[config.mk]
export PLATFORM = sky130hd
export DESIGN_NAME = conv3x3_relu_multichannel_unit_flat
export DESIGN_NICKNAME = d
export VERILOG_FILES = /design/src/hw/rtl/c3r_pkg.sv /design/src/hw/rtl/c3r_if.sv /design/src/hw/rtl/c3r_ctrl.sv /design/src/hw/rtl/c3r_datapath.sv /design/src/hw/rtl/conv3x3_relu_multichannel_unit.sv /design/src/flat_wrapper.sv
export SDC_FILE = /design/constraint.sdc
export NUM_CORES = 2
export LEC_CHECK = 0
export BUFFER_PORTS_ARGS = -buffer_cell sky130_fd_sc_hd__buf_2
export CAP_MARGIN = 20
export CORE_MARGIN = 5
export CORE_UTILIZATION = 58
export DETAILED_ROUTE_END_ITERATION = 12
export PLACE_DENSITY_LB_ADDON = 0.2
export SETUP_SLACK_MARGIN = 0.15
export SLEW_MARGIN = 20
export SYNTH_ARGS = -nofsm -noshare
export SYNTH_HDL_FRONTEND = slang
export SYNTH_SLANG_ARGS = --single-unit
[constraint.sdc]
create_clock -name i_clk -period 8.1 [get_ports i_clk]
set_input_delay 0.81 -clock i_clk [delete_from_list [all_inputs] [get_ports i_clk]]
set_output_delay 0.81 -clock i_clk [all_outputs]
set_load 0.005 [all_outputs]
[src/hw/rtl/c3r_pkg.sv]
`timescale 1ns / 1ps
`default_nettype none
// ----------------------------------------------------------------------------
// c3r_pkg
// Shared types and constants of the 3x3 convolution / ReLU unit.
// ----------------------------------------------------------------------------
package c3r_pkg;

    localparam int TAPS     = 9;
    localparam int KSIZE    = 3;
    localparam int RELU_MAX = 127;
    localparam int SUM_W    = 20;
    localparam int NPOS     = 4;

    localparam logic CMD_WEIGHT = 1'b0;
    localparam logic CMD_PIXEL  = 1'b1;

    typedef enum logic [1:0] {
        ST_IDLE,
        ST_SHIFT,
        ST_EMIT,
        ST_DRAIN
    } t_state;

    typedef struct packed {
        logic       wr_weight;
        logic       load_pix;
        logic       shift;
        logic       issue;
        logic [1:0] issue_pos;
        logic [3:0] issue_ch;
        logic       issue_last;
        logic       advance;
    } t_ctrl_cmd;

    typedef struct packed {
        logic            pipe_en;
        logic            busy;
        logic [NPOS-1:0] pos_flags;
    } t_ctrl_status;

endpackage
`default_nettype wire

[src/hw/rtl/c3r_if.sv]
`timescale 1ns / 1ps
`default_nettype none
// ----------------------------------------------------------------------------
// c3r_in_if / c3r_out_if
// Valid/ready channels for input items and result items.
// ----------------------------------------------------------------------------
interface c3r_in_if;
    logic              valid;
    logic              ready;
    logic              cmd;
    logic signed [7:0] pixel_value;
    logic        [3:0] weight_channel;
    logic        [3:0] weight_tap;
    logic signed [7:0] weight_value;

    modport source (
        output valid, cmd, pixel_value, weight_channel, weight_tap, weight_value,
        input  ready
    );
    modport sink (
        input  valid, cmd, pixel_value, weight_channel, weight_tap, weight_value,
        output ready
    );
endinterface

interface c3r_out_if;
    logic       valid;
    logic       ready;
    logic [4:0] out_row;
    logic [4:0] out_col;
    logic [3:0] out_channel;
    logic [6:0] out_value;
    logic       last_of_run;

    modport source (
        output valid, out_row, out_col, out_channel, out_value, last_of_run,
        input  ready
    );
    modport sink (
        input  valid, out_row, out_col, out_channel, out_value, last_of_run,
        output ready
    );
endinterface
`default_nettype wire

[src/hw/rtl/c3r_ctrl.sv]
`timescale 1ns / 1ps
`default_nettype none
// ----------------------------------------------------------------------------
// c3r_ctrl
// Sequencer: takes items, steps through output positions and channels.
// ----------------------------------------------------------------------------
module c3r_ctrl #(
    parameter int OUT_CHANNELS = 16
) (
    input  wire                      i_clk,
    input  wire                      i_rst_n,
    input  wire                      i_in_valid,
    input  wire                      i_in_cmd,
    output logic                     o_in_ready,
    input  c3r_pkg::t_ctrl_status    i_status,
    output c3r_pkg::t_ctrl_cmd       o_cmd
);

    localparam int CHW = (OUT_CHANNELS > 1) ? $clog2(OUT_CHANNELS) : 1;

    c3r_pkg::t_state r_state, n_state;
    logic [1:0]      r_pos, n_pos;
    logic [CHW-1:0]  r_ch, n_ch;

    logic [c3r_pkg::NPOS-1:0] above;

    always_ff @(posedge i_clk) begin
        if (!i_rst_n) begin
            r_state <= c3r_pkg::ST_IDLE;
            r_pos   <= '0;
            r_ch    <= '0;
        end else begin
            r_state <= n_state;
            r_pos   <= n_pos;
            r_ch    <= n_ch;
        end
    end

    assign above = (i_status.pos_flags >> r_pos) >> 1;

    always_comb begin
        n_state    = r_state;
        n_pos      = r_pos;
        n_ch       = r_ch;
        o_in_ready = 1'b0;
        o_cmd      = '0;
        case (r_state)
            c3r_pkg::ST_IDLE: begin
                o_in_ready = 1'b1;
                if (i_in_valid) begin
                    if (i_in_cmd == c3r_pkg::CMD_PIXEL) begin
                        o_cmd.load_pix = 1'b1;
                        n_state        = c3r_pkg::ST_SHIFT;
                    end else begin
                        o_cmd.wr_weight = 1'b1;
                    end
                end
            end
            c3r_pkg::ST_SHIFT: begin
                o_cmd.shift = 1'b1;
                n_pos       = '0;
                n_ch        = '0;
                n_state     = c3r_pkg::ST_EMIT;
            end
            c3r_pkg::ST_EMIT: begin
                if (!i_status.pos_flags[r_pos]) begin
                    n_pos = r_pos + 2'd1;
                    if (r_pos == 2'(c3r_pkg::NPOS - 1)) begin
                        n_state = c3r_pkg::ST_DRAIN;
                    end
                end else if (i_status.pipe_en) begin
                    o_cmd.issue      = 1'b1;
                    o_cmd.issue_pos  = r_pos;
                    o_cmd.issue_ch   = 4'(r_ch);
                    o_cmd.issue_last = (r_ch == CHW'(OUT_CHANNELS - 1)) && (above == '0);
                    if (r_ch == CHW'(OUT_CHANNELS - 1)) begin
                        n_ch  = '0;
                        n_pos = r_pos + 2'd1;
                        if (r_pos == 2'(c3r_pkg::NPOS - 1)) begin
                            n_state = c3r_pkg::ST_DRAIN;
                        end
                    end else begin
                        n_ch = r_ch + 1'b1;
                    end
                end
            end
            c3r_pkg::ST_DRAIN: begin
                if (!i_status.busy) begin
                    o_cmd.advance = 1'b1;
                    n_state       = c3r_pkg::ST_IDLE;
                end
            end
            default: begin
                n_state = c3r_pkg::ST_IDLE;
            end
        endcase
    end

endmodule
`default_nettype wire

[src/hw/rtl/c3r_datapath.sv]
`timescale 1ns / 1ps
`default_nettype none
// ----------------------------------------------------------------------------
// c3r_datapath
// Weight memory, line memory, 3x3 window, position counters and the
// read / multiply / sum-and-clamp pipeline with its output register.
// ----------------------------------------------------------------------------
module c3r_datapath #(
    parameter int IMG_HEIGHT   = 32,
    parameter int IMG_WIDTH    = 32,
    parameter int OUT_CHANNELS = 16
) (
    input  wire                      i_clk,
    input  wire                      i_rst_n,
    input  c3r_pkg::t_ctrl_cmd       i_cmd,
    output c3r_pkg::t_ctrl_status    o_status,
    input  wire signed [7:0]         i_pixel,
    input  wire        [3:0]         i_wch,
    input  wire        [3:0]         i_wtap,
    input  wire signed [7:0]         i_wval,
    output logic                     o_valid,
    input  wire                      i_ready,
    output logic       [4:0]         o_row,
    output logic       [4:0]         o_col,
    output logic       [3:0]         o_ch,
    output logic       [6:0]         o_value,
    output logic                     o_last
);

    localparam int CHW = (OUT_CHANNELS > 1) ? $clog2(OUT_CHANNELS) : 1;
    localparam int RW  = $clog2(IMG_HEIGHT);
    localparam int CW  = $clog2(IMG_WIDTH);
    localparam int RXW = RW + 5;
    localparam int CXW = CW + 5;
    localparam int SW  = c3r_pkg::SUM_W;

    // memories
    logic signed [7:0]  r_wmem [OUT_CHANNELS][c3r_pkg::TAPS];
    logic        [15:0] r_line [IMG_WIDTH];
    logic        [15:0] r_line_q;
    logic signed [7:0]  r_pix;

    logic signed [7:0]  r_win [c3r_pkg::KSIZE][c3r_pkg::KSIZE];
    logic [RW-1:0]      r_row;
    logic [CW-1:0]      r_col;

    // read stage
    logic               r_rd_v;
    logic [1:0]         r_rd_pos;
    logic [3:0]         r_rd_ch;
    logic               r_rd_last;
    logic signed [7:0]  r_wrow [c3r_pkg::TAPS];

    // multiply stage
    logic               r_mul_v;
    logic signed [15:0] r_prod [c3r_pkg::TAPS];
    logic [4:0]         r_mul_row;
    logic [4:0]         r_mul_col;
    logic [3:0]         r_mul_ch;
    logic               r_mul_last;

    // output register
    logic               r_out_v;
    logic [4:0]         r_out_row;
    logic [4:0]         r_out_col;
    logic [3:0]         r_out_ch;
    logic [6:0]         r_out_val;
    logic               r_out_last;

    logic               pipe_en;
    logic [RW-1:0]      orow;
    logic [CW-1:0]      ocol;
    logic [RXW-1:0]     orow_x;
    logic [CXW-1:0]     ocol_x;
    logic [2:0]         rv;
    logic [2:0]         cv;
    logic signed [15:0] n_prod [c3r_pkg::TAPS];
    logic signed [SW-1:0] sum;
    logic [6:0]         n_val;
    logic [RW-1:0]      n_row;
    logic [CW-1:0]      n_col;

    assign pipe_en = !r_out_v || i_ready;

    assign o_status.pipe_en      = pipe_en;
    assign o_status.busy         = r_rd_v | r_mul_v;
    assign o_status.pos_flags[0] = (r_row != '0) && (r_col != '0);
    assign o_status.pos_flags[1] = (r_row != '0) && (r_col == CW'(IMG_WIDTH - 1));
    assign o_status.pos_flags[2] = (r_row == RW'(IMG_HEIGHT - 1)) && (r_col != '0);
    assign o_status.pos_flags[3] = (r_row == RW'(IMG_HEIGHT - 1)) &&
                                   (r_col == CW'(IMG_WIDTH - 1));

    // weight memory: byte-lane write, row read
    always_ff @(posedge i_clk) begin
        if (i_cmd.wr_weight && (int'(i_wch) < OUT_CHANNELS) &&
            (int'(i_wtap) < c3r_pkg::TAPS)) begin
            r_wmem[i_wch[CHW-1:0]][i_wtap] <= i_wval;
        end
        if (pipe_en) begin
            r_wrow <= r_wmem[i_cmd.issue_ch[CHW-1:0]];
        end
    end

    // line memory: {older row, newer row} per column
    always_ff @(posedge i_clk) begin
        if (i_cmd.load_pix) begin
            r_line_q <= r_line[r_col];
            r_pix    <= i_pixel;
        end
        if (i_cmd.shift) begin
            r_line[r_col] <= {r_line_q[7:0], r_pix};
        end
    end

    // window and position
    always_comb begin
        n_row = r_row;
        n_col = r_col + 1'b1;
        if (r_col == CW'(IMG_WIDTH - 1)) begin
            n_col = '0;
            n_row = (r_row == RW'(IMG_HEIGHT - 1)) ? '0 : r_row + 1'b1;
        end
    end

    always_ff @(posedge i_clk) begin
        if (!i_rst_n) begin
            r_win <= '{default: '0};
            r_row <= '0;
            r_col <= '0;
        end else begin
            if (i_cmd.shift) begin
                for (int i = 0; i < c3r_pkg::KSIZE; i++) begin
                    r_win[i][0] <= r_win[i][1];
                    r_win[i][1] <= r_win[i][2];
                end
                r_win[0][2] <= r_line_q[15:8];
                r_win[1][2] <= r_line_q[7:0];
                r_win[2][2] <= r_pix;
            end
            if (i_cmd.advance) begin
                r_row <= n_row;
                r_col <= n_col;
            end
        end
    end

    // tap selection and products
    always_comb begin
        int wr;
        int wc;
        logic signed [7:0] px;
        orow   = r_rd_pos[1] ? RW'(IMG_HEIGHT - 1) : r_row - 1'b1;
        ocol   = r_rd_pos[0] ? CW'(IMG_WIDTH - 1) : r_col - 1'b1;
        orow_x = RXW'(orow);
        ocol_x = CXW'(ocol);
        rv     = {orow != RW'(IMG_HEIGHT - 1), 1'b1, orow != '0};
        cv     = {ocol != CW'(IMG_WIDTH - 1), 1'b1, ocol != '0};
        for (int ki = 0; ki < c3r_pkg::KSIZE; ki++) begin
            for (int kj = 0; kj < c3r_pkg::KSIZE; kj++) begin
                wr = ki + int'(r_rd_pos[1]);
                wc = kj + int'(r_rd_pos[0]);
                if (wr > 2) wr = 2;
                if (wc > 2) wc = 2;
                px = (rv[ki] && cv[kj]) ? r_win[2'(wr)][2'(wc)] : 8'sd0;
                n_prod[ki*c3r_pkg::KSIZE+kj] = 16'(px) * 16'(r_wrow[ki*c3r_pkg::KSIZE+kj]);
            end
        end
    end

    // sum and clamp
    always_comb begin
        sum = '0;
        for (int t = 0; t < c3r_pkg::TAPS; t++) begin
            sum = sum + SW'(r_prod[t]);
        end
        if (sum > SW'(c3r_pkg::RELU_MAX)) begin
            n_val = 7'(c3r_pkg::RELU_MAX);
        end else if (sum < 0) begin
            n_val = '0;
        end else begin
            n_val = sum[6:0];
        end
    end

    always_ff @(posedge i_clk) begin
        if (!i_rst_n) begin
            r_rd_v  <= 1'b0;
            r_mul_v <= 1'b0;
            r_out_v <= 1'b0;
        end else if (pipe_en) begin
            r_rd_v  <= i_cmd.issue;
            r_mul_v <= r_rd_v;
            r_out_v <= r_mul_v;
        end
    end

    always_ff @(posedge i_clk) begin
        if (pipe_en) begin
            r_rd_pos   <= i_cmd.issue_pos;
            r_rd_ch    <= i_cmd.issue_ch;
            r_rd_last  <= i_cmd.issue_last;
            r_prod     <= n_prod;
            r_mul_row  <= orow_x[4:0];
            r_mul_col  <= ocol_x[4:0];
            r_mul_ch   <= r_rd_ch;
            r_mul_last <= r_rd_last;
            r_out_row  <= r_mul_row;
            r_out_col  <= r_mul_col;
            r_out_ch   <= r_mul_ch;
            r_out_val  <= n_val;
            r_out_last <= r_mul_last;
        end
    end

    assign o_valid = r_out_v;
    assign o_row   = r_out_row;
    assign o_col   = r_out_col;
    assign o_ch    = r_out_ch;
    assign o_value = r_out_val;
    assign o_last  = r_out_last;

endmodule
`default_nettype wire

[src/hw/rtl/conv3x3_relu_multichannel_unit.sv]
`timescale 1ns / 1ps
`default_nettype none
// Weight load: one item per cycle while idle. Pixel: shifted into the window, then P =
// output positions it completes (0 to 4) are issued one channel per cycle, held while
// the output stalls, into the nine-multiplier pipeline; no new item is taken meanwhile.
// Reset clears the sequencer, the window, the row/column position and the output
// register; weights are undefined until loaded, and no clearing pass runs.
// ----------------------------------------------------------------------------
// conv3x3_relu_multichannel_unit
// 3x3 same-padded convolution with saturating ReLU over several output channels.
// ----------------------------------------------------------------------------
module conv3x3_relu_multichannel_unit #(
    parameter int IMG_HEIGHT   = 32,
    parameter int IMG_WIDTH    = 32,
    parameter int OUT_CHANNELS = 16
) (
    input  wire        i_clk,
    input  wire        i_rst_n,
    c3r_in_if.sink     i_in,
    c3r_out_if.source  o_out
);

    c3r_pkg::t_ctrl_cmd    cmd;
    c3r_pkg::t_ctrl_status status;

    c3r_ctrl #(
        .OUT_CHANNELS (OUT_CHANNELS)
    ) u_ctrl (
        .i_clk      (i_clk),
        .i_rst_n    (i_rst_n),
        .i_in_valid (i_in.valid),
        .i_in_cmd   (i_in.cmd),
        .o_in_ready (i_in.ready),
        .i_status   (status),
        .o_cmd      (cmd)
    );

    c3r_datapath #(
        .IMG_HEIGHT   (IMG_HEIGHT),
        .IMG_WIDTH    (IMG_WIDTH),
        .OUT_CHANNELS (OUT_CHANNELS)
    ) u_datapath (
        .i_clk    (i_clk),
        .i_rst_n  (i_rst_n),
        .i_cmd    (cmd),
        .o_status (status),
        .i_pixel  (i_in.pixel_value),
        .i_wch    (i_in.weight_channel),
        .i_wtap   (i_in.weight_tap),
        .i_wval   (i_in.weight_value),
        .o_valid  (o_out.valid),
        .i_ready  (o_out.ready),
        .o_row    (o_out.out_row),
        .o_col    (o_out.out_col),
        .o_ch     (o_out.out_channel),
        .o_value  (o_out.out_value),
        .o_last   (o_out.last_of_run)
    );

endmodule
`default_nettype wire

[src/flat_wrapper.sv]
// flat-port wrapper written by rule: the top's interface ports become plain ports
module conv3x3_relu_multichannel_unit_flat 
#(
    parameter int IMG_HEIGHT   = 32,
    parameter int IMG_WIDTH    = 32,
    parameter int OUT_CHANNELS = 16
)
  (i_clk, i_rst_n, i_in_valid, i_in_cmd, i_in_pixel_value, i_in_weight_channel, i_in_weight_tap, i_in_weight_value, i_in_ready, o_out_valid, o_out_out_row, o_out_out_col, o_out_out_channel, o_out_out_value, o_out_last_of_run, o_out_ready);
  c3r_in_if i_in_i ();
  c3r_out_if o_out_i ();
  input  wire i_clk;
  input  wire i_rst_n;
  input wire logic [$bits(i_in_i.valid)-1:0] i_in_valid;
  input wire logic [$bits(i_in_i.cmd)-1:0] i_in_cmd;
  input wire logic [$bits(i_in_i.pixel_value)-1:0] i_in_pixel_value;
  input wire logic [$bits(i_in_i.weight_channel)-1:0] i_in_weight_channel;
  input wire logic [$bits(i_in_i.weight_tap)-1:0] i_in_weight_tap;
  input wire logic [$bits(i_in_i.weight_value)-1:0] i_in_weight_value;
  output wire logic [$bits(i_in_i.ready)-1:0] i_in_ready;
  output wire logic [$bits(o_out_i.valid)-1:0] o_out_valid;
  output wire logic [$bits(o_out_i.out_row)-1:0] o_out_out_row;
  output wire logic [$bits(o_out_i.out_col)-1:0] o_out_out_col;
  output wire logic [$bits(o_out_i.out_channel)-1:0] o_out_out_channel;
  output wire logic [$bits(o_out_i.out_value)-1:0] o_out_out_value;
  output wire logic [$bits(o_out_i.last_of_run)-1:0] o_out_last_of_run;
  input wire logic [$bits(o_out_i.ready)-1:0] o_out_ready;
  assign i_in_i.valid = i_in_valid;
  assign i_in_i.cmd = i_in_cmd;
  assign i_in_i.pixel_value = i_in_pixel_value;
  assign i_in_i.weight_channel = i_in_weight_channel;
  assign i_in_i.weight_tap = i_in_weight_tap;
  assign i_in_i.weight_value = i_in_weight_value;
  assign i_in_ready = i_in_i.ready;
  assign o_out_valid = o_out_i.valid;
  assign o_out_out_row = o_out_i.out_row;
  assign o_out_out_col = o_out_i.out_col;
  assign o_out_out_channel = o_out_i.out_channel;
  assign o_out_out_value = o_out_i.out_value;
  assign o_out_last_of_run = o_out_i.last_of_run;
  assign o_out_i.ready = o_out_ready;
  conv3x3_relu_multichannel_unit #(.IMG_HEIGHT(IMG_HEIGHT), .IMG_WIDTH(IMG_WIDTH), .OUT_CHANNELS(OUT_CHANNELS)) u_core (.i_clk(i_clk), .i_rst_n(i_rst_n), .i_in(i_in_i), .o_out(o_out_i));
endmodule
==> qor.yml <==
fin_crit_sh_pct: 88.7
die_x_um: 438
final-hold-violation-count: 0
fp.dieH_um: 438
crit_type: "reg -> reg"
dp_hpwl_um: 169000
whs_ns: 0.123
fin_cells: 10000
power_mw: 33.4
synthCells: 7385
met2_length_um: 123000
design.core.area_um2: 183000
fin_ws_ns: 0.917
yosys_warnings: 0
cts_sinks: 2041
drt-pass1-iter-count: 7
r2r_slack_ns: 0.92
yosysTopAreaCellShare_pct: 55.1
routed_wl_um: 255000
start_util_pct: 58.1
ys.flop_type: "edfxtp_1"
met3WireLength_um: 17100
synth.distinct_cells: 79
syn-num-nets: 8319
vias: 61000
max_cap_violations: 0
slew_headroom_pct: 24.2
post-route-min-period_ns: 7.18
fin_tns_setup_ns: 0
utilization_pct: 63.6
clk_pin_slew_ns: 0.06
dp.cells: 9613
synth-seq-cells: 2041
cts_resized: 0
setup_viol: 0
stdcell_area_um2: 116000
port_buffers: 52
drive_above_1_share_pct: 14.3
ant_nets: 0
r2r-end: "u_core.u_datapath.r_prod[111]"
drc_errors: 0
slowest_stage: "and4b_1"
drtIter0Drc: 6323
rsz0062_at_grt: "false"
nNetsFinal: 8377
worst_slew_pin_slew_ns: 1.14
cp_data_arrival_time_ns: 7.73
cts_buffer_depth: 3
place_area_um2: 109000
wl_met1_um: 106000
holdPathEnd: "u_core.u_datapath.r_pix[3]"
crit_start: "u_core.u_datapath.r_col[1]"
dieArea_um2: 192000
grt_pass1_vias: 62300
path_common_cell: "inv_1"
routed.top_layer: "met5"
rows: 157
place.gp.congestion: 0.910
antenna_found_initial: 15
root_buffer: "clkbuf_16"
p_leak_nw: 41.7
cp-end-kind: "register"
crit_path_max_fanout: 22
max-vdd-ir-drop_mv: 0.988
gr-total-overflow: 0
timing.fmax_mhz: 139
slowest_delay_ns: 0.71
powerDensity_nw_per_um2: 287
skew_ns: 0.0734
synth_edf_count: 1948
cp_cell_sequence: "inv_1, ha_1, nor3b_1, xor2_1, a21oi_1, and4b_1, or2_1, nor2_1, and2_1, fa_1, inv_1, fa_1, inv_1, fa_1, inv_1, fa_1, inv_1, ha_1, nor2b_1, o41ai_1, o21ai_0, o41a_1, xnor2_1"
synth-seq-area-share_pct: 56.8
pwr-share-comb_pct: 34.6
switching_share_pct: 33.4
cts_buffers: 201
grt_max_degree: 133
grt_pass1_wl_um: 389000
outcome: "complete, no violations"
final_max_slew_viol_count: 0
avgViaCountPerCell: 6.09
track_usage_pct: 26.7
mappedNetlistArea_um2: 106000
power.switching_mw: 11.1
wire_per_inst_um: 25.5
p_int_mw: 22.2
postCtsHoldBufs: 0
io-pin-count: 53
startpoint_type: "register"
critPathBufInv: 5
required_ns: 8.65
p_seq_share_pct: 37.4
worstHoldStart: "i_in_pixel_value[3]"
r2r_start: "u_core.u_datapath.r_col[1]"
syn2layout_area_growth_pct: 9.31
post_cts_buffers: 0
postSynthAreaPerCell_um2: 14.4
timing.reg2reg.worst_path_depth: 23
place_ws_ns: 1.02
clkLatencyLatePin_ns: 0.87
h-tree-depth: 4
yosys-top-cells-area: "edfxtp_1, fa_1, ha_1"
p_clk_share_pct: 28.0
path_delay_family: "adder cells"
cts_tree: "yes"
synth_top_area_cell: "edfxtp_1"
min_path_cells: 1
ys_async_sr_fraction_pct: 0
hold_path_class: "in -> reg"
==> layout by cell type (no fill, tap or decap), drive strengths merged, types with 184 or more instances in the layout <==
cell type / Yosys / layout
fa: 610 / 610
inv: 891 / 898
mux2i: 254 / 254
clkbuf: 249 / 238
and2: 324 / 324
buf: 80 / 184
edfxtp: 1948 / 1948
nor2: 412 / 412
nand2: 223 / 223
ha: 295 / 295
mux2: 371 / 371
==> power by group through the flow <==
stage,registers [mW],clock network (mW),logic (mW)
after floorplan,12.6,0,8.80
after global placement,12.7,0,11.0
after detailed placement,12.7,0,11.4
after CTS,12.5,9.45,11.4
after global routing,12.5,9.91,13.0
final,12.5,9.34,11.5
==> logic make-up (layout without fill, tap and decap cells) <==
family | Yosys count | after routing | synth area share (%)
AOI/OAI and AO/OA | 872 | 872 | 6.33
xor gates and xnor gates | 146 | 146 | 1.20
adders and majority gates | 905 | 905 | 15.0
buffers and inverters | 1220 | 1455 | 4.40
DFF | 2041 | 2041 | 56.8
muxes | 760 | 760 | 9.37
other | 0 | 5 | 0
and+or+nand+nor | 1441 | 1441 | 6.90
==> state kept, by name, summed over array words and instances (netlist names), 7 cells and up <==
name,count
u_core.u_datapath.r_prod,144
u_core.u_datapath.r_line_q,16
u_core.u_datapath.o_value,7
u_core.u_datapath.r_wrow,72
u_core.u_datapath.r_wmem,1152
u_core.u_datapath.r_line,512
u_core.u_datapath.r_win,72
u_core.u_datapath.r_pix,8
==> final cells by class <==
| type | count | area, µm² |
|---|---|---|
| fillers | 13300 | 66600 |
| flip-flops and latches | 2041 | 60400 |
| multi-input cells | 4124 | 41300 |
| clock buffers | 238 | 5250 |
| inverters | 891 | 3350 |
| well taps | 2385 | 2980 |
| repair buffers | 184 | 1450 |
| clock inverters | 142 | 1390 |
| diodes | 5 | 12.5 |
==> how the worst max path moves through the flow <==
stage | end | cells past startpoint
final | u_core.u_datapath.r_prod[111] | 23
after global routing | u_core.u_datapath.r_prod[111] | 23
after CTS | u_core.u_datapath.r_prod[111] | 23
after detailed placement | u_core.u_datapath.r_prod[111] | 23
after global placement | u_core.u_datapath.r_prod[111] | 23
after floorplan | u_core.u_datapath.r_prod[47] | 28
==> cells in the mapped netlist (111+ instances only) <==
cell and n:
ha_1 295, and2_1 324, o21ai_0 134, mux4_2 135
clkbuf_1 249, nand2_1 223, xnor2_1 133, a221oi_1 124
inv_1 888, edfxtp_1 1948, mux2_2 321, mux2i_1 254
nor2b_1 152, nor2_1 411, fa_1 610, a211oi_1 111
==> per-layer routing <==
| layer | track usage (%) | up-vias |
|---|---|---|
| met5 | 0 | - |
| met4 | 8.62 | 12 |
| met3 | 3.99 | 413 |
| met2 | 43.6 | 2192 |
| met1 | 37.5 | 31500 |
| li1 | - | 26900 |
Note: power is estimated with default switching activity, not from simulation.
